**config.mk**
```make
export PLATFORM = sky130hd
export DESIGN_NAME = rbcd_cell
export DESIGN_NICKNAME = d
export VERILOG_FILES = /design/src/rtl/rbcd_pkg.sv /design/src/rtl/rbcd_cell.sv
export SDC_FILE = /design/constraint.sdc
export NUM_CORES = 1
export LEC_CHECK = 0
export BUFFER_PORTS_ARGS = -buffer_cell sky130_fd_sc_hd__buf_2
export CAP_MARGIN = 20
export CORE_AREA = 2 2 159 161
export CTS_CLUSTER_DIAMETER = 60
export DETAILED_ROUTE_END_ITERATION = 12
export DIE_AREA = 0 0 161 163
export PLACE_DENSITY_LB_ADDON = 0.05
export SLEW_MARGIN = 20
export SYNTH_ARGS = -nofsm -noshare
export SYNTH_HDL_FRONTEND = slang
export SYNTH_SLANG_ARGS = --single-unit
export TNS_END_PERCENT = 20
```
**constraint.sdc**
```tcl
create_clock -name clk -period 0.9 [get_ports clk]
set_input_delay 0.27 -clock clk [delete_from_list [all_inputs] [get_ports clk]]
set_output_delay 0.27 -clock clk [all_outputs]
set_load 0.05 [all_outputs]
```
**src/rtl/rbcd_pkg.sv**
```systemverilog
`timescale 1ns / 1ps
// ----------------------------------------------------------------------------
// rbcd_pkg: shared types and constants
// Constants and control struct for the real by complex divider.
// ----------------------------------------------------------------------------
package rbcd_pkg;

    localparam int SAMPLE_BITS_DEF = 16;
    localparam int FRAC_BITS       = 16;
    // quotient bits of |num| * 2^(FRAC_BITS+1) / den, one more for rounding
    localparam int QBITS           = 33;
    localparam int OUT_BITS        = 32;

    typedef enum logic [1:0] {
        STATUS_OK       = 2'd0,
        STATUS_SAT      = 2'd1,
        STATUS_DIV_ZERO = 2'd2
    } status_t;

    // control bits that ride along with every transaction
    typedef struct packed {
        logic       valid;
        logic       last;
        logic       zero;
        logic [1:0] ovf;
        logic [1:0] neg;
    } rbcd_ctl_t;

endpackage

```
**src/rtl/rbcd_cell.sv**
```systemverilog
`timescale 1ns / 1ps
// ----------------------------------------------------------------------------
// rbcd_cell: one restoring division step
// Shifts in one dividend bit per lane, compares against |b|^2, subtracts
// and appends one quotient bit, then hands everything to the next cell.
// ----------------------------------------------------------------------------
module rbcd_cell #(
    parameter int SB = rbcd_pkg::SAMPLE_BITS_DEF,
    localparam int RW = 2 * SB + 1
) (
    input  logic                   clk,
    input  logic                   rst_n,
    input  logic                   en,
    input  rbcd_pkg::rbcd_ctl_t    ctl_in,
    input  logic [2*SB-1:0]        den_in,
    input  logic [1:0][RW-1:0]     rem_in,
    input  logic [1:0][rbcd_pkg::FRAC_BITS-1:0] lo_in,
    input  logic [1:0][rbcd_pkg::QBITS-1:0]     q_in,
    output rbcd_pkg::rbcd_ctl_t    ctl_out,
    output logic [2*SB-1:0]        den_out,
    output logic [1:0][RW-1:0]     rem_out,
    output logic [1:0][rbcd_pkg::FRAC_BITS-1:0] lo_out,
    output logic [1:0][rbcd_pkg::QBITS-1:0]     q_out
);
    import rbcd_pkg::*;

    logic [1:0][RW-1:0]        rem_next;
    logic [1:0][QBITS-1:0]     q_next;
    logic [1:0][FRAC_BITS-1:0] lo_next;
    logic [RW-1:0]             trial [2];
    logic [1:0]                ge;
    logic                      valid_reg;
    rbcd_ctl_t                 ctl_reg;
    logic [2*SB-1:0]           den_reg;
    logic [1:0][RW-1:0]        rem_reg;
    logic [1:0][FRAC_BITS-1:0] lo_reg;
    logic [1:0][QBITS-1:0]     q_reg;

    // compare and subtract on both lanes
    always_comb
    begin
        for (int l = 0; l < 2; l++)
        begin
            trial[l]    = {rem_in[l][RW-2:0], lo_in[l][FRAC_BITS-1]};
            ge[l]       = trial[l] >= {1'b0, den_in};
            rem_next[l] = ge[l] ? (trial[l] - {1'b0, den_in}) : trial[l];
            q_next[l]   = {q_in[l][QBITS-2:0], ge[l]};
            lo_next[l]  = {lo_in[l][FRAC_BITS-2:0], 1'b0};
        end
    end

    always_ff @(posedge clk or negedge rst_n)
    begin
        if (!rst_n)
        begin
            valid_reg <= 1'b0;
        end
        else if (en)
        begin
            valid_reg <= ctl_in.valid;
        end
    end

    always_ff @(posedge clk)
    begin
        if (en)
        begin
            ctl_reg <= ctl_in;
            den_reg <= den_in;
            rem_reg <= rem_next;
            lo_reg  <= lo_next;
            q_reg   <= q_next;
        end
    end

    always_comb
    begin
        ctl_out       = ctl_reg;
        ctl_out.valid = valid_reg;
    end

    assign den_out = den_reg;
    assign rem_out = rem_reg;
    assign lo_out  = lo_reg;
    assign q_out   = q_reg;

endmodule

```
**Word-level counts from Yosys, hierarchy flattened**

Cells that the tools add are included.

- Add/subtract/negate cells: 2
- Order comparisons: 2
- Multiplexer cells: 2

Operators by type and width:

| kind | number |
|---|---|
| $ge 33x32->1 | 2 |
| $mux 33 | 2 |
| $sub 33x32->33 | 2 |

- Register bits: 201
- Output and inout bits: 203
- Word-level logic and storage cells: 18

**Depth between registers and ports, before layout**

- Word-level depth: 2
- Gate-level depth with buffers: 13
- Depth with buffers taken out: 11

**Worst setup path before layout**

Ideal clock, no wire load.

- Kind: input to register
- From: in den_in[7]
- To: reg rem_reg, in the netlist rem_out[44], data pin
- Arrival time: 2.510 ns
- Required time: 0.640 ns
- Slack: -1.871 ns
- Cell stages on the path: 12
- Path through: inv_1 ha_1 a21o_1 a31oi_1 nor3b_2 a2111oi_4 o21a_1 o211a_4 nor2_8 inv_4 buf_6 mux2_4

RTL lines:

| item | line | RTL |
|---|---|---|
| start, declared | rbcd_cell.sv:15 | `input logic [2*SB-1:0] den_in,` |
| end signal, assigned | rbcd_cell.sv:70 | `rem_reg <= rem_next;` |
| end, declared | rbcd_cell.sv:35 | `logic [1:0][RW-1:0] rem_reg;` |

==> flow_metrics.tcl <==
set metrics [dict create \
    worstPathCellList "buf_8, clkinvlp_4, ha_4, a21o_1, buf_6, a31oi_4, nor3b_4, a2111oi_4, o21a_1, o211a_4, nor2_8, inv_12, mux2_1" \
    min_path_type "in -> reg" \
    grt_max_degree 56 \
    layout_commonest_cell "buf_4" \
    start_kind "input port" \
    core_mm2 0.02467 \
    endpoint_kind "register" \
    areaGrowthSynthToFinish_pct 87.57 \
    p_leak_nw 8.901 \
    synthTopCellsByArea "edfxtp_1 56%, ha_1 7.4%, a21oi_1 3.8%" \
    p_per_area_mw_per_mm2 1750 \
    syn-instance-count 876 \
    cts_buffers 25 \
    worst-slew-pin-transition_ns 0.6347 \
    worstPathRequired_ns 1.16 \
    finalSetupTns_ns -184.34 \
    drc 0 \
    synth-edff-count 200 \
    die_h_um 163 \
    synth_top_area_share_pct 55.65 \
    via_per_inst 5.177 \
    clock.fmax_mhz 419.2 \
    grt_pass1_wl_mm 60.76 \
    status "finished, violations left" \
    finalClockSkew_ns 0 \
    gp_congestion 0.9069 \
    avgSynthCellArea_um2 12.32 \
    violations "setup timing" \
    die_w_um 161 \
    drtAntennaViolNets 0 \
    ys_warn_count 0 \
    hold_viol_final 0 \
    period_needed_ns 2.386 \
    layout_common_cells "285 x buf_4, 229 x buf_2, 200 x edfxtp_1, 179 x buf_6, 131 x dlygate4sd3_1" \
    max-slew-margin-rel_pct 57.33 \
    crit_family "compound AO/OA/AOI/OAI gates" \
    ios 409 \
    clk_pin_slew_worst_paths_ns 0.06 \
    crit_fanout 24 \
    crit_buf_inv 4 \
    drv_slew 0 \
    fillCellCount 1416 \
    rows 58 \
    routed_wl_mm 42.31 \
    nets 2003 \
    gr-total-overflow 0 \
    cp_slowest_cell "mux2_1" \
    cts_buffer_depth 3 \
    ir_drop_uv 1591 \
    cts_tree "yes" \
    antenna_found_initial 2 \
    yosys.area.top_type "edfxtp_1" \
    cts_sinks 201 \
    setup_viol 269 \
    fin_crit_sh_pct 265.1 \
    wl_per_cell_um 20.32 \
    dr.pass1.iters 5 \
    hpwlAfterDp_mm 27.84 \
    cpPeakStageDelay_ns 0.33 \
    drt_iter0_markers 758 \
    drive_gt1_share_pct 56.17 \
    maxCapViolCount 0 \
    ys.flop_type "edfxtp_1" \
    cts.htree.levels 1 \
    synth-seq-cells 201 \
    synth_cell_types 88 \
    yosysSeqAreaShare_pct 55.88 \
    final_util_pct 82.04 \
    die_area_mm2 0.02624 \
    rsz0062_at_grt "yes" \
    netlist_area_mm2 0.01079 \
    finalWorstSetupSlack_ns -1.486 \
    io_buffer_count 402 \
    cts_root_buf "clkbuf_16" \
    async_flop_share_pct 0.4975 \
    grt_pass1_vias 11110 \
    num_vias 10780 \
    initial_core_util_pct 43.74 \
    insertion_delay_ns 0.53 \
    track_usage_pct 29.93 \
    holdWs_ns 0.05309 \
    worstSetupPathType "in -> reg" \
    crit_arrival_ns 2.65 \
]
==> per-layer routing <==
metal | vias to the layer above | wire length, µm | GRT usage [%]
li1 | 5053 | - | -
met1 | 5198 | 16130 | 35.70
met2 | 428 | 22170 | 55.03
met3 | 99 | 2521 | 5.042
met4 | 0 | 1492 | 9.700
met5 | - | 0 | 0
==> cell usage after synthesis, types with 10 or more instances <==
cell type and number:
o21ai_0 26, ha_1 64, o21a_1 16, xnor2_1 33
inv_1 46, nor2_1 60, nand4_1 12, clkbuf_1 11
xor2_1 14, a21o_1 30, edfxtp_1 200, nand3_1 22
nand2_1 47, nor3_1 16, a21oi_1 82, mux2_2 10
mux2_4 13
==> what timing repair did <==
action	4_1_cts	5_1_grt
endpoints found under the setup margin	269	269
gates resized for setup	463	141
hold buffers	131	0
endpoints found under the hold margin	131	0
pin swaps	56	59
cloned	2	1
setup buffers	22	18
==> area by class of cell <==
class / instances / area (µm²) / area share (%)
multi-input cells: 600 / 5614 / 27.74
clock buffers: 36 / 676.9 / 3.344
well taps: 330 / 412.9 / 2.040
inverters: 48 / 219.0 / 1.082
clock inverters: 10 / 101.3 / 0.5007
repair buffers: 855 / 7182 / 35.48
diodes: 2 / 5.005 / 0.02472
flip-flops and latches: 201 / 6031 / 29.79
==> cell families after synthesis <==
group,after synthesis,share of synthesized area (%)
AOI/OAI and AO/OA,238,15.27
and+or+nand+nor,214,9.983
DFF,201,55.88
buffers and inverters,76,3.351
adders and majority gates,66,7.791
xor gates and xnor gates,47,3.815
muxes,33,3.873
other,1,0.03475
==> path summary, 6_finish.rpt <==
path / start / end / slack, ns / depth (start not counted)
max: den_in[7] / rem_out[39] / -1.49 / 13
min: den_in[22] / den_out[22] / 0.05 / 2
max reg2reg: valid_reg / valid_reg / 0.12 / 1
min reg2reg: valid_reg / valid_reg / 0.57 / 1
max in group asynchronous: rst_n / valid_reg / 0.75 / 2
min in group asynchronous: rst_n / valid_reg / 0.07 / 2
==> through the flow <==
step | instances | power [W] | cell area [µm²] | setup slack (ns)
final | 2082 | 0.03543 | 20240 | -1.486
after floorplan | 877 | 0.01859 | 10910 | -1.813
after global routing | 2081 | 0.03661 | 20240 | -1.526
after detailed placement | 1868 | 0.02272 | 15540 | -2.244
after global placement | 1868 | 0.02266 | 15540 | -2.178
after CTS | 2066 | 0.03459 | 19580 | -1.436
==> report_power, final <==
part           switching, W  internal [W]  leakage (nW)
combinational       0.00768       0.00607          6.56
clock               0.00403       0.00559         0.376
sequential         0.000510        0.0115          1.97
Note: power is estimated with default switching activity, not from simulation.
