`src/rtl/rbcd_pkg.sv`:
```
`timescale 1ns / 1ps
// ----------------------------------------------------------------------------
// rbcd_pkg: shared types and constants
// Constants and control struct for the real by complex divider.
// ----------------------------------------------------------------------------
package rbcd_pkg;

    localparam int SAMPLE_BITS_DEF = 16;
    localparam int FRAC_BITS       = 16;
    // quotient bits of |num| * 2^(FRAC_BITS+1) / den, one more for rounding
    localparam int QBITS           = 33;
    localparam int OUT_BITS        = 32;

    typedef enum logic [1:0] {
        STATUS_OK       = 2'd0,
        STATUS_SAT      = 2'd1,
        STATUS_DIV_ZERO = 2'd2
    } status_t;

    // control bits that ride along with every transaction
    typedef struct packed {
        logic       valid;
        logic       last;
        logic       zero;
        logic [1:0] ovf;
        logic [1:0] neg;
    } rbcd_ctl_t;

endpackage

```
`src/rtl/rbcd_front.sv`:
```
`timescale 1ns / 1ps
// ----------------------------------------------------------------------------
// rbcd_front: magnitude, product and denominator stages
// Four stages that turn a sample triple into numerators, |b|^2 and the
// first partial remainders for the divider cells.
// ----------------------------------------------------------------------------
module rbcd_front #(
    parameter int SB = rbcd_pkg::SAMPLE_BITS_DEF,
    localparam int RW = 2 * SB + 1
) (
    input  logic                   clk,
    input  logic                   rst_n,
    input  logic                   en,
    input  logic                   in_valid,
    input  logic                   in_last,
    input  logic [SB-1:0]          a_in,
    input  logic [SB-1:0]          br_in,
    input  logic [SB-1:0]          bi_in,
    output rbcd_pkg::rbcd_ctl_t    ctl_out,
    output logic [2*SB-1:0]        den_out,
    output logic [1:0][RW-1:0]     rem_out,
    output logic [1:0][rbcd_pkg::FRAC_BITS-1:0] lo_out
);
    import rbcd_pkg::*;

    logic [3:0]      valid_reg;
    logic [3:0]      last_reg;
    logic [SB-1:0]   ma_reg, mr_reg, mi_reg;
    logic            na_reg, nr_reg, ni_reg;
    logic [2*SB-1:0] par_reg, pai_reg, prr_reg, pii_reg;
    logic [1:0]      neg2_reg, neg3_reg, neg4_reg;
    logic [2*SB-1:0] numr_reg, numi_reg, den3_reg, den4_reg;
    logic [1:0][RW-1:0] rem_reg;
    logic [1:0][FRAC_BITS-1:0] lo_reg;
    logic [1:0]      ovf_reg;
    logic            zero_reg;
    logic [RW-1:0]   r0r, r0i;

    // valid and last pipeline
    always_ff @(posedge clk or negedge rst_n)
    begin
        if (!rst_n)
        begin
            valid_reg <= '0;
        end
        else if (en)
        begin
            valid_reg <= {valid_reg[2:0], in_valid};
        end
    end

    always_ff @(posedge clk)
    begin
        if (en)
        begin
            last_reg <= {last_reg[2:0], in_last};
        end
    end

    // stage 1: magnitudes and signs
    always_ff @(posedge clk)
    begin
        if (en)
        begin
            na_reg <= a_in[SB-1];
            nr_reg <= br_in[SB-1];
            ni_reg <= bi_in[SB-1];
            ma_reg <= a_in[SB-1] ? (SB'(0) - a_in) : a_in;
            mr_reg <= br_in[SB-1] ? (SB'(0) - br_in) : br_in;
            mi_reg <= bi_in[SB-1] ? (SB'(0) - bi_in) : bi_in;
        end
    end

    // stage 2: products, one multiplier each
    always_ff @(posedge clk)
    begin
        if (en)
        begin
            par_reg  <= (2*SB)'(ma_reg) * (2*SB)'(mr_reg);
            pai_reg  <= (2*SB)'(ma_reg) * (2*SB)'(mi_reg);
            prr_reg  <= (2*SB)'(mr_reg) * (2*SB)'(mr_reg);
            pii_reg  <= (2*SB)'(mi_reg) * (2*SB)'(mi_reg);
            neg2_reg <= {~(na_reg ^ ni_reg), na_reg ^ nr_reg};
        end
    end

    // stage 3: |b|^2
    always_ff @(posedge clk)
    begin
        if (en)
        begin
            numr_reg <= par_reg;
            numi_reg <= pai_reg;
            den3_reg <= prr_reg + pii_reg;
            neg3_reg <= neg2_reg;
        end
    end

    // stage 4: first remainders and overflow check
    assign r0r = RW'(numr_reg >> FRAC_BITS);
    assign r0i = RW'(numi_reg >> FRAC_BITS);

    always_ff @(posedge clk)
    begin
        if (en)
        begin
            rem_reg[0] <= r0r;
            rem_reg[1] <= r0i;
            lo_reg[0]  <= numr_reg[FRAC_BITS-1:0];
            lo_reg[1]  <= numi_reg[FRAC_BITS-1:0];
            ovf_reg[0] <= r0r >= {1'b0, den3_reg};
            ovf_reg[1] <= r0i >= {1'b0, den3_reg};
            zero_reg   <= den3_reg == '0;
            den4_reg   <= den3_reg;
            neg4_reg   <= neg3_reg;
        end
    end

    always_comb
    begin
        ctl_out.valid = valid_reg[3];
        ctl_out.last  = last_reg[3];
        ctl_out.zero  = zero_reg;
        ctl_out.ovf   = ovf_reg;
        ctl_out.neg   = neg4_reg;
    end

    assign den_out = den4_reg;
    assign rem_out = rem_reg;
    assign lo_out  = lo_reg;

endmodule

```
`config.mk`:
```
export PLATFORM = sky130hd
export DESIGN_NAME = rbcd_front
export DESIGN_NICKNAME = d
export VERILOG_FILES = /design/src/rtl/rbcd_pkg.sv /design/src/rtl/rbcd_front.sv
export SDC_FILE = /design/constraint.sdc
export NUM_CORES = 2
export LEC_CHECK = 0
export BUFFER_PORTS_ARGS = -buffer_cell sky130_fd_sc_hd__buf_2
export CAP_MARGIN = 20
export CORE_MARGIN = 5
export CORE_UTILIZATION = 50
export CTS_BUF_LIST = sky130_fd_sc_hd__clkbuf_8
export DETAILED_ROUTE_END_ITERATION = 7
export PLACE_DENSITY = 0.67
export RECOVER_POWER = 25
export SYNTH_ARGS = -nofsm -noshare
export SYNTH_HDL_FRONTEND = slang
export SYNTH_SLANG_ARGS = --single-unit
```
`constraint.sdc`:
```
create_clock -name clk -period 7.2 [get_ports clk]
set_input_delay 1.08 -clock clk [delete_from_list [all_inputs] [get_ports clk]]
set_output_delay 1.08 -clock clk [all_outputs]
set_load 0.03 [all_outputs]
```
# After elaboration in Yosys (flattened, before gate mapping)

Index checks and enable logic that the tools add are counted.

Flip-flop bits (word level): 388
Output and inout bits: 137
Bits of input ports: 53
Word-level logic and storage cells: 45

Bitwise logic cells: 3
Mux-type cells: 3
Magnitude comparators: 2
Reduce and logical (&&, ||, !) cells: 1
Add/subtract/negate cells: 4
$mul: 4

Operators by type and width:

| kind                  | number |
|---|---|
| $mul 16x16->32        | 4 |
| $ge 16x32->1          | 2 |
| $sub 1x16->16 const A | 3 |
| $mux 15               | 3 |
| $add 32x32->32        | 1 |
| $logic_not 32->1      | 1 |
| $xor 1x1->1           | 2 |
| $not 1->1             | 1 |

# Logic depth before layout (Yosys ltp)

Word-level depth: 2
Mapped depth: 26
Depth with buffers taken out: 25

# Least setup slack after synthesis

Ideal clock, no wire load.

Path kind: flip-flop to flip-flop
Start point: register mi_reg[9]
End point: register pii_reg[30], data pin
Stages on the path, launching flop included: 23
Data arrival time: 6.379 ns
Path buffers: 2
Required time: 6.942 ns
Path slack: 0.563 ns
Clock period less this slack: 6.637 ns
Setup time: 0.258 ns
Cell sequence: edfxtp_1 -> clkbuf_1 -> clkbuf_1 -> nand2_1 -> fa_1 -> fa_1 -> inv_1 -> fa_1 -> fa_1 -> fa_1 -> inv_1 -> fa_1 -> inv_1 -> ha_1 -> a21o_1 -> a21oi_1 -> o21ai_0 -> a2111oi_4 -> o21ai_2 -> a221o_1 -> a211o_1 -> a31oi_1 -> xnor2_1

Word-level cells in the longest chain between the ends: 1

Ends and longest elaborated chain:

| element                | line             | RTL |
|---|---|---|
| start, declared        | rbcd_front.sv:28 | `logic [SB-1:0] ma_reg, mr_reg, mi_reg;` |
| start signal, assigned | rbcd_front.sv:70 | `mi_reg <= bi_in[SB-1] ? (SB'(0) - bi_in) : bi_in;` |
| $mul 16x16->32         | rbcd_front.sv:82 | `pii_reg <= (2*SB)'(mi_reg) * (2*SB)'(mi_reg);` |
| end signal, assigned   | rbcd_front.sv:82 |  |
| end, declared          | rbcd_front.sv:30 | `logic [2*SB-1:0] par_reg, pai_reg, prr_reg, pii_reg;` |

No other way between the ends.
A chain may end at the register's enable or synchronous reset.

# Worst setup path in the final report

Start point: register ma_reg[9]
End point: register par_reg[30], data pin

Word-level cells in the longest chain between the ends: 1

Ends and longest elaborated chain:

| element                | line             | RTL |
|---|---|---|
| start, declared        | rbcd_front.sv:28 |  |
| start signal, assigned | rbcd_front.sv:68 | `ma_reg <= a_in[SB-1] ? (SB'(0) - a_in) : a_in;` |
| $mul 16x16->32         | rbcd_front.sv:79 | `par_reg <= (2*SB)'(ma_reg) * (2*SB)'(mr_reg);` |
| end signal, assigned   | rbcd_front.sv:79 |  |
| end, declared          | rbcd_front.sv:30 |  |

No other way between the ends.

==> flow_metrics.env <==
export IMPL_die_x_um=313
export IMPL_synth_cells=4422
export IMPL_setup_viol=0
export IMPL_antenna_found_initial=9
export IMPL_ios=190
export IMPL_multi_input_area_sq_mm=0.0300
export IMPL_synth_warnings=0
export IMPL_drtPass1Iterations=5
export IMPL_max_freq_mhz=143
export IMPL_synth_most_common_cell="inv_1"
export IMPL_hold_viol=0
export IMPL_seq_area_sq_mm=0.0116
export IMPL_gp_congestion=0.897
export IMPL_yosysSeqAreaShare_pct=25.2
export IMPL_cts_sinks=386
export IMPL_initial_utilization_pct=50.2
export IMPL_rows=111
export IMPL_layout_drive_gt1_share_pct=7.91
export IMPL_cts_tree="yes"
export IMPL_dp_hpwl_um=86800
export IMPL_synth_edf_count=382
export IMPL_antenna_left=0
export IMPL_hold_class="in -> async"
export IMPL_rsz0062_at_grt="no"
export IMPL_maxCapViolations=1
export IMPL_holdWs_ps=212
export IMPL_grt_max_degree=187
export IMPL_core_area_sq_mm=0.0914
export IMPL_timing_setup_tns_ps=0
export IMPL_slew_viol_final=76
export IMPL_first_iter_violations=1964
export IMPL_htree_levels=3
export IMPL_layout_min_cycle_time_ps=6970
export IMPL_synth_area_leader_cell="fa_1"
export IMPL_grt_pass1_wl_um=176000
export IMPL_tightestPinTransition_ps=4410
export IMPL_cp_required_ps=7630
export IMPL_clk_pin_slew_ps=60
export IMPL_cp_arrival_ps=7400
export IMPL_dpl_instance_area_sq_mm=0.0482
export IMPL_dieArea_sq_mm=0.0979
export IMPL_routed_wl_um=109000
export IMPL_portBuffers=155
export IMPL_slew_headroom_pct=-194
export IMPL_worstSetupPathType="reg -> reg"
export IMPL_synth_avg_cell_area_sq_um=10.4
export IMPL_design_area_sq_mm=0.0497
export IMPL_synth_ff_type="edfxtp_1"
export IMPL_r2r_setup_slack_ps=230
export IMPL_cts_buffer_depth=3
export IMPL_synth_commonest_cells="968 x inv_1, 714 x fa_1, 495 x nand2_1, 470 x ha_1, 382 x edfxtp_1"
export IMPL_syn_area_sq_mm=0.0459
export IMPL_clock_root_buffer="clkbuf_8"
export IMPL_synthArstFlopShare_pct=1.04
export IMPL_cts_made_buffers=72
export IMPL_failed_checks="capacitance limit, slew limit"
export IMPL_cts_hold_buf=0
export IMPL_vias=30200
export IMPL_timing_final_crit_share_pct=96.8
export IMPL_synth_top_area_share_pct=31.1
export IMPL_nFillCells=8021
export IMPL_finalClockSkew_ps=39.9
export IMPL_fin_nets=5822
export IMPL_area_growth_pct=8.27
export IMPL_synth_area_leaders="fa_1 31%, edfxtp_1 25%, ha_1 13%"
export IMPL_die_h_um=313
export IMPL_grtUsageTotal_pct=22.8
export IMPL_grt_pass1_vias=32500
export IMPL_fin_util_pct=54.4
export IMPL_overflow=0
export IMPL_status="finished with violations"
export IMPL_wl_per_cell_um=18.6
export IMPL_start_kind="flop"
export IMPL_drc=0
export IMPL_clk_insertion_delay_late_ps=720
export IMPL_cp_max_fo=11
export IMPL_end_kind="flop"
export IMPL_yosysUniqueCellTypes=59
export IMPL_ys_seq_elements=386
export IMPL_avgViaCountPerCell=5.18
critical path: stages, from the launching register on:
cell and delay [ps]:
edfxtp_1 540, buf_4 260, and2_1 180, fa_1 520, inv_1 50, fa_1 490
fa_1 540, inv_1 60, fa_1 500, fa_1 500, inv_1 50, fa_1 480
inv_1 40, ha_1 320, and3_1 180, a22oi_1 250, a21oi_1 150, o31ai_1 240
buf_4 170, nand2b_1 110, a21o_1 220, a2111oi_1 410, buf_4 190, o21ai_0 100
xor2_1 150
timing repair:
item | in CTS | in global routing
setup buffers | 0 | 2
setup endpoints to repair | 0 | 7
gates resized for setup | 0 | 5
kinds of logic (layout without fill, tap and decap cells):
logic type	after synthesis	in the layout	share of synthesized area, %
AOI/OAI and AO/OA	413	413	5.76
xor gates and xnor gates	188	188	3.59
adders and majority gates	1184	1184	44.0
buffers and inverters	1163	1345	9.82
DFF	386	386	25.2
muxes	7	7	0.172
other	1	42	0.00817
and+or+nand+nor	1080	1080	11.5
worst paths after layout:
check / from / to / cells after the start
max: ma_reg[9] / par_reg[30] / 24
min: rst_n / valid_reg[1] / 1
max reg2reg: ma_reg[9] / par_reg[30] / 24
min reg2reg: pai_reg[16] / numi_reg[16] / 0
max in group asynchronous: rst_n / valid_reg[0] / 1
min in group clk: pai_reg[16] / numi_reg[16] / 0
stage by stage:
stage          setup WS, ps  cells
2_1_floorplan           563   4455
3_3_place_gp            314   5695
3_5_place_dp            259   5695
4_1_cts                 227   5821
5_1_grt                23.9   5826
6_report                228   5831
metal layers:
layer | routed length, um | part of all wire, % | vias to the layer above | GRT usage (%)
met5 | 48 | 0.044 | - | 0
met4 | 3710 | 3.4 | 6 | 7.50
met3 | 7550 | 7.0 | 196 | 4.70
met2 | 50300 | 46 | 920 | 36.7
met1 | 46900 | 43 | 15100 | 31.1
li1 | - | - | 14100 | -
layout by cell type (no fill, tap or decap), types with 21 or more instances in the layout:
cell type,netlist,routed
o21ai_0,88,87
nor2_1,94,94
and2_1,314,313
xnor2_1,143,143
nand2_1,495,495
xor2_1,45,45
nor2b_1,30,30
ha_1,470,470
buf_2,0,147
a211oi_1,22,21
o21a_1,23,23
conb_1,1,34
edfxtp_1,382,382
clkbuf_8,0,72
a21oi_1,123,123
fa_1,714,714
a21o_1,79,79
inv_1,968,978
buf_4,37,86
nand2b_1,31,31
nand3_1,26,26
area by class of cell:
cell class | count | area share, %
Inverter | 968 | 7.31
Clock buffer | 72 | 1.99
Clock inverter | 54 | 0.967
Multi-Input combinational cell | 2906 | 60.3
Antenna cell | 8 | 0.0403
Tap cell | 1186 | 2.99
Timing Repair Buffer | 251 | 3.13
Sequential cell | 386 | 23.3
Power is left out: the tool's default activity adds up to more than one toggle a clock period on the data nets, which glitch-free logic cannot reach.
